[src/rtl/rfp_pkg.sv]
// Shared types, relocation codes and field masks for the relocation field patcher.
`default_nettype none

package rfp_pkg;

    // Relocation type codes as carried in the mode field
    typedef enum logic [3:0] {
        MODE_REL8    = 4'd0,
        MODE_REL16   = 4'd1,
        MODE_REL32   = 4'd2,
        MODE_REL24W  = 4'd3,
        MODE_REL11T  = 4'd4,
        MODE_REL22T  = 4'd5,
        MODE_REL8T   = 4'd6,
        MODE_REL16TB = 4'd7,
        MODE_ABS8    = 4'd8,
        MODE_ABS16   = 4'd9,
        MODE_ABS32   = 4'd10,
        MODE_ABS64   = 4'd11
    } reloc_mode_t;

    // How the last stage builds the patched word
    typedef enum logic [1:0] {
        OP_ADD_MASK = 2'd0,
        OP_SPLIT22  = 2'd1,
        OP_SPLIT16  = 2'd2
    } patch_op_t;

    localparam logic [63:0] FIELD8_MASK  = 64'h0000_0000_0000_00FF;
    localparam logic [63:0] FIELD11_MASK = 64'h0000_0000_0000_07FF;
    localparam logic [63:0] FIELD16_MASK = 64'h0000_0000_0000_FFFF;
    localparam logic [63:0] FIELD24_MASK = 64'h0000_0000_00FF_FFFF;
    localparam logic [63:0] FIELD32_MASK = 64'h0000_0000_FFFF_FFFF;
    localparam logic [63:0] FIELD64_MASK = 64'hFFFF_FFFF_FFFF_FFFF;

    // Input transaction
    typedef struct packed {
        logic [3:0]  mode;
        logic [63:0] site_address;
        logic [63:0] target_address;
        logic [63:0] site_word;
    } item_t;

    // Result transaction
    typedef struct packed {
        logic [63:0] patched_word;
        logic        bad_type;
    } result_t;

    // Stage 1 to stage 2: difference taken
    typedef struct packed {
        logic [3:0]  mode;
        logic [63:0] target;
        logic [63:0] word;
        logic [31:0] diff;
    } s1_t;

    // Stage 2 to stage 3: addend and field selected
    typedef struct packed {
        patch_op_t   op;
        logic        bad;
        logic [63:0] word;
        logic [63:0] mask;
        logic [63:0] addend;
    } s2_t;

endpackage

`default_nettype wire

[src/rtl/rfp_diff.sv]
// Stage 1: 32-bit distance from site to target.
`default_nettype none

module rfp_diff
    import rfp_pkg::*;
(
    input  wire logic  clk,
    input  wire logic  rst_n,
    input  wire logic  en,
    input  wire logic  in_valid,
    input  wire item_t in_item,
    output logic       valid_reg,
    output s1_t        data_reg
);

    s1_t data_next;

    // Difference modulo 2^32 only needs the low halves
    always_comb
    begin
        data_next.mode   = in_item.mode;
        data_next.target = in_item.target_address;
        data_next.word   = in_item.site_word;
        data_next.diff   = in_item.target_address[31:0] - in_item.site_address[31:0];
    end

    always_ff @(posedge clk or negedge rst_n)
    begin
        if (!rst_n)
            valid_reg <= 1'b0;
        else if (en)
            valid_reg <= in_valid;
    end

    always_ff @(posedge clk)
    begin
        if (en)
            data_reg <= data_next;
    end

endmodule

`default_nettype wire

[src/rtl/rfp_offset.sv]
// Stage 2: decode the relocation type into field mask, addend and patch form.
`default_nettype none

module rfp_offset
    import rfp_pkg::*;
(
    input  wire logic clk,
    input  wire logic rst_n,
    input  wire logic en,
    input  wire logic in_valid,
    input  wire s1_t  in_data,
    output logic      valid_reg,
    output s2_t       data_reg
);

    s2_t         data_next;
    logic [31:0] dm1;
    logic [31:0] dm2;
    logic [31:0] dm4;
    logic [31:0] dm8;
    logic [31:0] half_off;
    logic [31:0] word_off;

    // Pipe-relative distances and their scaled forms (arithmetic shifts)
    assign dm1      = in_data.diff - 32'd1;
    assign dm2      = in_data.diff - 32'd2;
    assign dm4      = in_data.diff - 32'd4;
    assign dm8      = in_data.diff - 32'd8;
    assign half_off = {dm4[31], dm4[31:1]};
    assign word_off = {{2{dm8[31]}}, dm8[31:2]};

    always_comb
    begin
        data_next.op     = OP_ADD_MASK;
        data_next.bad    = 1'b0;
        data_next.word   = in_data.word;
        data_next.mask   = '0;
        data_next.addend = '0;
        case (in_data.mode)
            MODE_REL8:
            begin
                data_next.mask   = FIELD8_MASK;
                data_next.addend = {32'd0, dm1};
            end
            MODE_REL16:
            begin
                data_next.mask   = FIELD16_MASK;
                data_next.addend = {32'd0, dm2};
            end
            MODE_REL32:
            begin
                data_next.mask   = FIELD32_MASK;
                data_next.addend = {32'd0, dm4};
            end
            MODE_REL24W:
            begin
                data_next.mask   = FIELD24_MASK;
                data_next.addend = {32'd0, word_off};
            end
            MODE_REL11T:
            begin
                data_next.mask   = FIELD11_MASK;
                data_next.addend = {32'd0, half_off};
            end
            MODE_REL22T:
            begin
                data_next.op     = OP_SPLIT22;
                data_next.addend = {32'd0, half_off};
            end
            MODE_REL8T:
            begin
                data_next.mask   = FIELD8_MASK;
                data_next.addend = {32'd0, half_off};
            end
            MODE_REL16TB:
            begin
                data_next.op     = OP_SPLIT16;
                data_next.addend = {32'd0, dm8};
            end
            MODE_ABS8:
            begin
                data_next.mask   = FIELD8_MASK;
                data_next.addend = in_data.target;
            end
            MODE_ABS16:
            begin
                data_next.mask   = FIELD16_MASK;
                data_next.addend = in_data.target;
            end
            MODE_ABS32:
            begin
                data_next.mask   = FIELD32_MASK;
                data_next.addend = in_data.target;
            end
            MODE_ABS64:
            begin
                data_next.mask   = FIELD64_MASK;
                data_next.addend = in_data.target;
            end
            default:
            begin
                // unknown type: empty mask leaves the word as it is
                data_next.bad = 1'b1;
            end
        endcase
    end

    always_ff @(posedge clk or negedge rst_n)
    begin
        if (!rst_n)
            valid_reg <= 1'b0;
        else if (en)
            valid_reg <= in_valid;
    end

    always_ff @(posedge clk)
    begin
        if (en)
            data_reg <= data_next;
    end

endmodule

`default_nettype wire

[src/rtl/rfp_merge.sv]
// Stage 3: add into the field, merge with untouched bits, hold the result.
`default_nettype none

module rfp_merge
    import rfp_pkg::*;
(
    input  wire logic clk,
    input  wire logic rst_n,
    input  wire logic en,
    input  wire logic in_valid,
    input  wire s2_t  in_data,
    output logic      valid_reg,
    output result_t   data_reg
);

    result_t     data_next;
    logic [63:0] sum;
    logic [63:0] add_word;
    logic [21:0] v22;
    logic [15:0] v16;
    logic [63:0] split22_word;
    logic [63:0] split16_word;

    // Masked field add
    assign sum      = in_data.word + in_data.addend;
    assign add_word = (in_data.word & ~in_data.mask) | (sum & in_data.mask);

    // Thumb long branch: 22-bit value spread over both halfwords
    assign v22 = {in_data.word[10:0], in_data.word[26:16]} + in_data.addend[21:0];
    assign split22_word = {in_data.word[63:32],
                           in_data.word[31:27], v22[10:0],
                           in_data.word[15:11], v22[21:11]};

    // Split 16-bit branch: value written, not added; top bit of H1 cleared
    assign v16 = in_data.addend[15:0];
    assign split16_word = {in_data.word[63:32],
                           1'b0, v16[10:8], in_data.word[27:24], v16[7:0],
                           in_data.word[15:11], v16[11], in_data.word[9:4], v16[15:12]};

    always_comb
    begin
        data_next.bad_type = in_data.bad;
        case (in_data.op)
            OP_ADD_MASK: data_next.patched_word = add_word;
            OP_SPLIT22:  data_next.patched_word = split22_word;
            OP_SPLIT16:  data_next.patched_word = split16_word;
            default:     data_next.patched_word = in_data.word;
        endcase
    end

    always_ff @(posedge clk or negedge rst_n)
    begin
        if (!rst_n)
            valid_reg <= 1'b0;
        else if (en)
            valid_reg <= in_valid;
    end

    always_ff @(posedge clk)
    begin
        if (en)
            data_reg <= data_next;
    end

endmodule

`default_nettype wire

[src/rtl/relocation_field_patcher_top.sv]
// Top level of the relocation field patcher: three-stage pipeline.
//
//  channel   direction  handshake                  payload
//  item      in         item_valid / item_stall    item   (item_t)
//  result    out        result_valid / result_stall result (result_t)
//
// One transaction per cycle sustained while result_stall stays low; a result
// passes the difference, decode/offset and add/merge stages to result_valid.
// The last stage register is the output register.
// Reset clears the stage valid bits only; payload registers are not reset.
// A stall holds the result and the full stages directly behind it; empty
// stages keep filling, so item_stall rises only when all three are full.
`default_nettype none

module relocation_field_patcher_top
    import rfp_pkg::*;
(
    input  wire logic    clk,
    input  wire logic    rst_n,
    input  wire logic    item_valid,
    output logic         item_stall,
    input  wire item_t   item,
    output logic         result_valid,
    input  wire logic    result_stall,
    output result_t      result
);

    logic s1_valid;
    logic s2_valid;
    s1_t  s1_data;
    s2_t  s2_data;
    logic en1;
    logic en2;
    logic en3;

    // Stage enables: a stage loads when it is empty or its contents move on
    assign en3        = !result_valid || !result_stall;
    assign en2        = !s2_valid || en3;
    assign en1        = !s1_valid || en2;
    assign item_stall = !en1;

    rfp_diff u_diff (
        .clk       (clk),
        .rst_n     (rst_n),
        .en        (en1),
        .in_valid  (item_valid),
        .in_item   (item),
        .valid_reg (s1_valid),
        .data_reg  (s1_data)
    );

    rfp_offset u_offset (
        .clk       (clk),
        .rst_n     (rst_n),
        .en        (en2),
        .in_valid  (s1_valid),
        .in_data   (s1_data),
        .valid_reg (s2_valid),
        .data_reg  (s2_data)
    );

    rfp_merge u_merge (
        .clk       (clk),
        .rst_n     (rst_n),
        .en        (en3),
        .in_valid  (s2_valid),
        .in_data   (s2_data),
        .valid_reg (result_valid),
        .data_reg  (result)
    );

endmodule

`default_nettype wire

[config.mk]
export PLATFORM = sky130hd
export DESIGN_NAME = relocation_field_patcher_top
export DESIGN_NICKNAME = d
export VERILOG_FILES = /design/src/rtl/rfp_pkg.sv /design/src/rtl/rfp_diff.sv /design/src/rtl/rfp_offset.sv /design/src/rtl/rfp_merge.sv /design/src/rtl/relocation_field_patcher_top.sv
export SDC_FILE = /design/constraint.sdc
export NUM_CORES = 1
export LEC_CHECK = 0
export CORE_MARGIN = 4
export CORE_UTILIZATION = 27
export CTS_CLUSTER_DIAMETER = 80
export DETAILED_ROUTE_END_ITERATION = 6
export DONT_BUFFER_PORTS = 1
export PLACE_DENSITY = 0.37
export SLEW_MARGIN = 40
export SYNTH_ARGS = -nofsm -noshare
export SYNTH_HDL_FRONTEND = slang
export SYNTH_HIERARCHICAL = 1
export SYNTH_SLANG_ARGS = --single-unit
[constraint.sdc]
create_clock -name clk -period 8.7 [get_ports clk]
set_input_delay 1.305 -clock clk [delete_from_list [all_inputs] [get_ports clk]]
set_output_delay 1.305 -clock clk [all_outputs]
set_load 0.02 [all_outputs]
==> flow_summary.toml, run 1 <==
[outcome]
outcome = "complete, no violations"

[floorplanning]
start_util_pct = 27.4
core_um2 = 85500
dieArea_um2 = 91500
io_pins = 267
dieHeight_um = 302
rows = 107
die_x_um = 302

[critical_path]
end_kind = "flip-flop"
rr_endpoint = "u_merge/data_reg[61]$_DFFE_PP_"
cp-start-kind = "flip-flop"
worstSetupPathType = "flip-flop to flip-flop"
cpPeakStageDelay_ns = 0.58
reg2reg_from = "u_offset/data_reg[128]$_DFFE_PP_"
worstPathCellList = "ha_1 > fa_1 > a211oi_1 > o21bai_1 > o311ai_1 > a311oi_1 > o31ai_1 > nor3_1 > nor3_1 > a211o_1 > o21ai_1 > xnor2_1 > o21ai_0"
crit_required_ns = 9.05
worst-path-max-fanout = 4
crit_path_top_delay_cell = "o311ai_1"
crit_top_cell = "nor3_1"
reg2reg_depth = 13
arrival_ns = 4.85
r2r_setup_slack_ns = 4.20

[sta]
worst_slew_pin_slew_ns = 0.892
fin_crit_sh_pct = 51.7
rsz0062_at_grt = "false"
worst_hold_slack_ns = 0.397
hold_viol = 0
layout_min_cycle_time_ns = 4.50
relSlewSlack_pct = 40.1
setup_ws_ns = 4.20
timing.clock.skew_ns = 0.0252
finalSetupViolCount = 0
fin_setup_tns_ns = 0
fmax_mhz = 222
timing.final.max_slew_violations = 0

[yosys]
synth_xor_area_share_pct = 6.58
synthAdderAreaFrac_pct = 6.67
synth_top_family_by_area = "compound AO/OA/AOI/OAI gates"
ys_top_cells_by_count = "edfxtp_1 (366), nand2_1 (211), a21oi_1 (172)"
synth_mux_area_share_pct = 2.24
synth_edf_count = 366
synth-main-ff-cell = "edfxtp_1"
yosysWarnings = 6
netlist_instances = 2252
async_flop_share_pct = 0.813
synth-simple-area-share_pct = 14.4
synth_cell_types = 99
synth-compound-area-share_pct = 17.7
synth_top_area_share_pct = 46.9
synth_seq_cells = 369
synth_area_leaders = "edfxtp_1 (47%), ha_1 (6.4%), xnor2_1 (4.2%)"
synth.largest_area_cell = "edfxtp_1"
netlist_area_um2 = 23400
synth_seq_area_share_pct = 47.3
synth.most_common_cell = "edfxtp_1"
syn_nets = 2575
avgSynthCellArea_um2 = 10.4

[cts]
cts_setup_buffers = 0
htree_levels = 2
hold_buffers = 0
cts.reportedPaths.clkPinSlew_ns = 0.06
clockBufferDepth = 3
cts_root_buf = "clkbuf_16"
cts_tree = "built"
cts_resized = 0
cts_made_buffers = 45
insertion_delay_ns = 0.60
clock_sinks = 369

[place]
gp_congestion = 0.875
io_buffers = 0
hpwl_um = 61400
pre_cts_ws_ns = 4.27

[route]
drtAntennaViolNets = 0
vias_per_cell = 5.26
first_pass_iters = 7
routedWlPerCell_um = 24.4
wl_um = 81500
vias = 17600
drtIter0Drc = 1371
drc = 0

[global_route]
grt.total_usage_pct = 17.4
grt_pass1_wl_um = 119000
grt_start_max_net_pins = 67
first_global_vias = 17800
grt_overflow = 0
antenna_found_initial = 8

[layout]
drive_above_1_share_pct = 8.30
final_nets = 2480
area.growth.synth_to_final_pct = 10.1
largest_reg_flops = 164

[flow_run]
max_cap_violations = 0

[min_path]
hp-class = "input port to async pin"

[pwr]
p_per_area_nw_per_um2 = 265
p_leak_nw = 9.50
irDropWorstVdd_uv = 149
==> layout make-up <==
class,count,area [µm²]
inverters,82,308
well taps,1144,1430
multi-input cells,1630,11200
fillers,8829,59800
clock inverters,32,337
repair buffers,29,234
clock buffers,50,1140
flip-flops and latches,369,11100
diodes,3,7.51
==> worst max-delay path: cells and delay by family (launching register included) <==
kind	cells	cell delay, ns
simple gates	2	0.64
fa+ha+maj	2	0.68
xor+xnor	1	0.13
compound gates	8	2.35
flops	1	0.44
==> cells by family after synthesis <==
family	after synthesis
AND/OR/NAND/NOR	663
AO/OA/AOI/OAI	634
flip-flops	369
buffers and inverters	253
XOR/XNOR	176
adder cells (fa/ha/maj)	123
multiplexers	34
==> report_power, final <==
part	internal, mW	switching (mW)	leakage (nW)
combinational	0.807	1.27	4.89
sequential	2.37	0.507	3.90
clock	1.08	0.801	0.710
total	4.26	2.57	9.50
==> per-stage QoR <==
step                      power (mW)  instance area, µm²  util [%]  instances
after global routing            7.26               25800      30.1       3338
after CTS                       6.94               25800      30.1       3336
after global placement          4.98               24200      28.3       3253
after detailed placement        4.99               24300      28.4       3254
after floorplan                 4.30               23400         -       2252
final                           6.84               25800      30.1       3339
==> how the worst max path moves through the flow <==
| stage | startpoint | to | slack (ns) | cells past startpoint |
|---|---|---|---|---|
| final | u_offset/data_reg[128]$_DFFE_PP_ | u_merge/data_reg[61]$_DFFE_PP_ | 4.20 | 13 |
| after global routing | u_offset/data_reg[128]$_DFFE_PP_ | u_merge/data_reg[61]$_DFFE_PP_ | 3.87 | 13 |
| after CTS | u_offset/data_reg[128]$_DFFE_PP_ | u_merge/data_reg[61]$_DFFE_PP_ | 4.25 | 13 |
| after detailed placement | u_offset/data_reg[128]$_DFFE_PP_ | u_merge/data_reg[61]$_DFFE_PP_ | 4.27 | 13 |
| after global placement | u_offset/data_reg[128]$_DFFE_PP_ | u_merge/data_reg[61]$_DFFE_PP_ | 4.22 | 13 |
| after floorplan | result_stall | u_diff/valid_reg$_DFFE_PN0P_ | 0.83 | 2 |
==> layout by cell type, fill, tap and decap left out, types with 42 or more instances in the layout <==
master / synthesis / routed
nand4_1: 42 / 42
xnor2_1: 112 / 112
nor3_1: 44 / 43
o21ai_0: 133 / 133
edfxtp_1: 366 / 366
nor2_1: 138 / 137
a21oi_1: 172 / 172
xor2_1: 64 / 64
a21o_1: 60 / 60
ha_1: 120 / 120
inv_1: 82 / 82
clkbuf_16: 0 / 45
nand2_1: 211 / 210
nand3_1: 46 / 44
==> metal layers <==
metal	vias up	track usage, %	part of all wire [%]
met2	580	28.2	46
met5	-	0	0.033
li1	8229	-	-
met4	4	5.35	2.9
met3	124	3.71	6.1
met1	8637	23.4	45
Power figures use the tool's default switching activity.
==> run 2, diff against run 1 <==
Clock period 8.7 ns to 4.39 ns, I/O delays scaled along.
==> run 2 against run 1 <==
The flow now finishes with violations (DRC). Core utilization grew 0.22 points. Sequential cell count is the same. Combinational power grew 110%. Die area is the same. Register-to-register slack lost 3.9 ns. Routed wire length grew 0.27%. Cell area grew 0.71%. Critical endpoint is now u_merge/data_reg[59]$_DFFE_PP_. Largest power group unchanged.
==> flow_summary.toml, run 2 (synthesis gave the netlist of run 1 again) <==
[critical_path]
cp-start-kind = "flip-flop"
rr_endpoint = "u_merge/data_reg[59]$_DFFE_PP_"
crit_required_ns = 4.73
reg2reg_from = "u_offset/data_reg[4]$_DFFE_PP_"
end_kind = "flip-flop"
r2r_setup_slack_ns = 0.27
arrival_ns = 4.45
cpPeakStageDelay_ns = 0.56
worstPathCellList = "ha_1 > o21ai_0 > o21bai_1 > a21oi_1 > o211a_1 > o21ai_1 > a31oi_1 > a21boi_1 > a31oi_1 > o21ai_0 > xnor2_1 > o21ai_0"
worst-path-max-fanout = 5
crit_path_top_delay_cell = "a21boi_1"
reg2reg_depth = 12
worstSetupPathType = "flip-flop to flip-flop"
crit_top_cell = "o21ai_0"

[place]
pre_cts_ws_ns = 0.272
gp_congestion = 0.901
io_buffers = 0
placed_cell_area_um2 = 24500
dp_cells = 3290
hpwl_um = 62400

[layout]
nFillCells = 8786
final_cell_mix = "edfxtp_1 (366), nand2_1 (210), a21oi_1 (172)"
drive_above_1_share_pct = 9.17
seq_area_um2 = 11100
multiInputGateArea_um2 = 11200
area.growth.synth_to_final_pct = 10.8
largest_reg_flops = 164
fin_area_um2 = 26000
final_cell_count_no_fill = 3370
final_common_cell = "edfxtp_1"
final_nets = 2515
fin_util_pct = 30.3

[floorplanning]
rows = 107
dieArea_um2 = 91500
dieHeight_um = 302
io_pins = 267
core_um2 = 85500
start_util_pct = 27.4
die_x_um = 302

[route]
vias_per_cell = 5.26
first_pass_iters = 7
routedWlPerCell_um = 24.2
vias = 17700
wl_um = 81700
drtAntennaViolNets = 0
drc = 3
drtIter0Drc = 1582

[min_path]
hp-class = "input port to flip-flop"
min_to = "u_diff/data_reg[84]$_DFFE_PP_"
whs_path_depth = 0
holdCritStartpoint = "item[52]"

[sta]
timing.final.max_slew_violations = 0
setup_ws_ns = 0.273
fin_crit_sh_pct = 93.8
relSlewSlack_pct = 41.1
finalSetupViolCount = 0
timing.clock.skew_ns = 0.0209
worst_hold_slack_ns = 0.163
rsz0062_at_grt = "false"
fmax_mhz = 243
layout_min_cycle_time_ns = 4.12
fin_setup_tns_ns = 0
hold_viol = 0
worst_slew_pin_slew_ns = 0.875

[pwr]
intPower_mw = 8.48
power.net_switching_mw = 5.00
pwr-share-comb_pct = 31.6
swShare_pct = 37.1
p_per_area_nw_per_um2 = 520
total_power_mw = 13.5
seqPwrFrac_pct = 41.7
irDropWorstVdd_uv = 314
p_clk_share_pct = 26.7
p_leak_nw = 9.63

[global_route]
grt_overflow = 0
grt_start_max_net_pins = 119
grt_pass1_wl_um = 120000
first_global_vias = 17800
grt.total_usage_pct = 17.4
antenna_found_initial = 7

[outcome]
outcome = "finished with violations"
violations = "DRC"

[flow_run]
max_cap_violations = 0

[cts]
cts_root_buf = "clkbuf_16"
insertion_delay_ns = 0.59
clockBufferDepth = 3
clock_sinks = 369
cts_made_buffers = 43
htree_levels = 2
cts_tree = "built"
cts.reportedPaths.clkPinSlew_ns = 0.06
run 2: final cells by class:
type / instances / area share (%)
clock buffers: 57 / 4.39
multi-input cells: 1630 / 43.2
inverters: 82 / 1.19
diodes: 2 / 0.0193
repair buffers: 66 / 2.02
clock inverters: 20 / 1.02
flip-flops and latches: 369 / 42.6
well taps: 1144 / 5.51
run 2: what timing repair did:
item	CTS	global route
setup buffers	0	0
hold buffers	1	0
resized for setup	0	1
endpoints found under the hold margin	3	0
endpoints found under the setup margin	0	2
run 2: worst max path at each step:
stage,startpoint,end,cells past startpoint
floorplan,result_stall,u_diff/valid_reg$_DFFE_PN0P_,2
detailed placement,u_offset/data_reg[128]$_DFFE_PP_,u_merge/data_reg[61]$_DFFE_PP_,15
global placement,u_offset/data_reg[128]$_DFFE_PP_,u_merge/data_reg[61]$_DFFE_PP_,15
finish,u_offset/data_reg[4]$_DFFE_PP_,u_merge/data_reg[59]$_DFFE_PP_,12
global route,u_offset/data_reg[4]$_DFFE_PP_,u_merge/data_reg[59]$_DFFE_PP_,12
CTS,u_offset/data_reg[128]$_DFFE_PP_,u_merge/data_reg[61]$_DFFE_PP_,15
run 2: power groups by stage:
| stage | logic [mW] | registers, mW | clock network [mW] |
|---|---|---|---|
| final | 4.26 | 5.63 | 3.60 |
| after global routing | 4.70 | 5.70 | 3.89 |
| after CTS | 4.26 | 5.65 | 3.76 |
| after detailed placement | 4.23 | 5.72 | 0 |
| after global placement | 4.24 | 5.72 | 0 |
| after floorplan | 3.26 | 5.26 | 0 |
run 2: worst max-delay path, delay by kind of cell (launching register included):
kind | cells | cell delay (ns)
adders and majority gates | 1 | 0.42
DFF | 1 | 0.47
AOI/OAI and AO/OA | 10 | 2.82
xor gates and xnor gates | 1 | 0.15
run 2: per-layer routing:
layer	global-route usage (%)	vias to the layer above	part of all wire, %
li1	-	8305	-
met2	28.4	562	46
met1	23.8	8709	45
met3	2.73	130	5.4
met4	5.14	4	3.1
met5	0	-	0.033
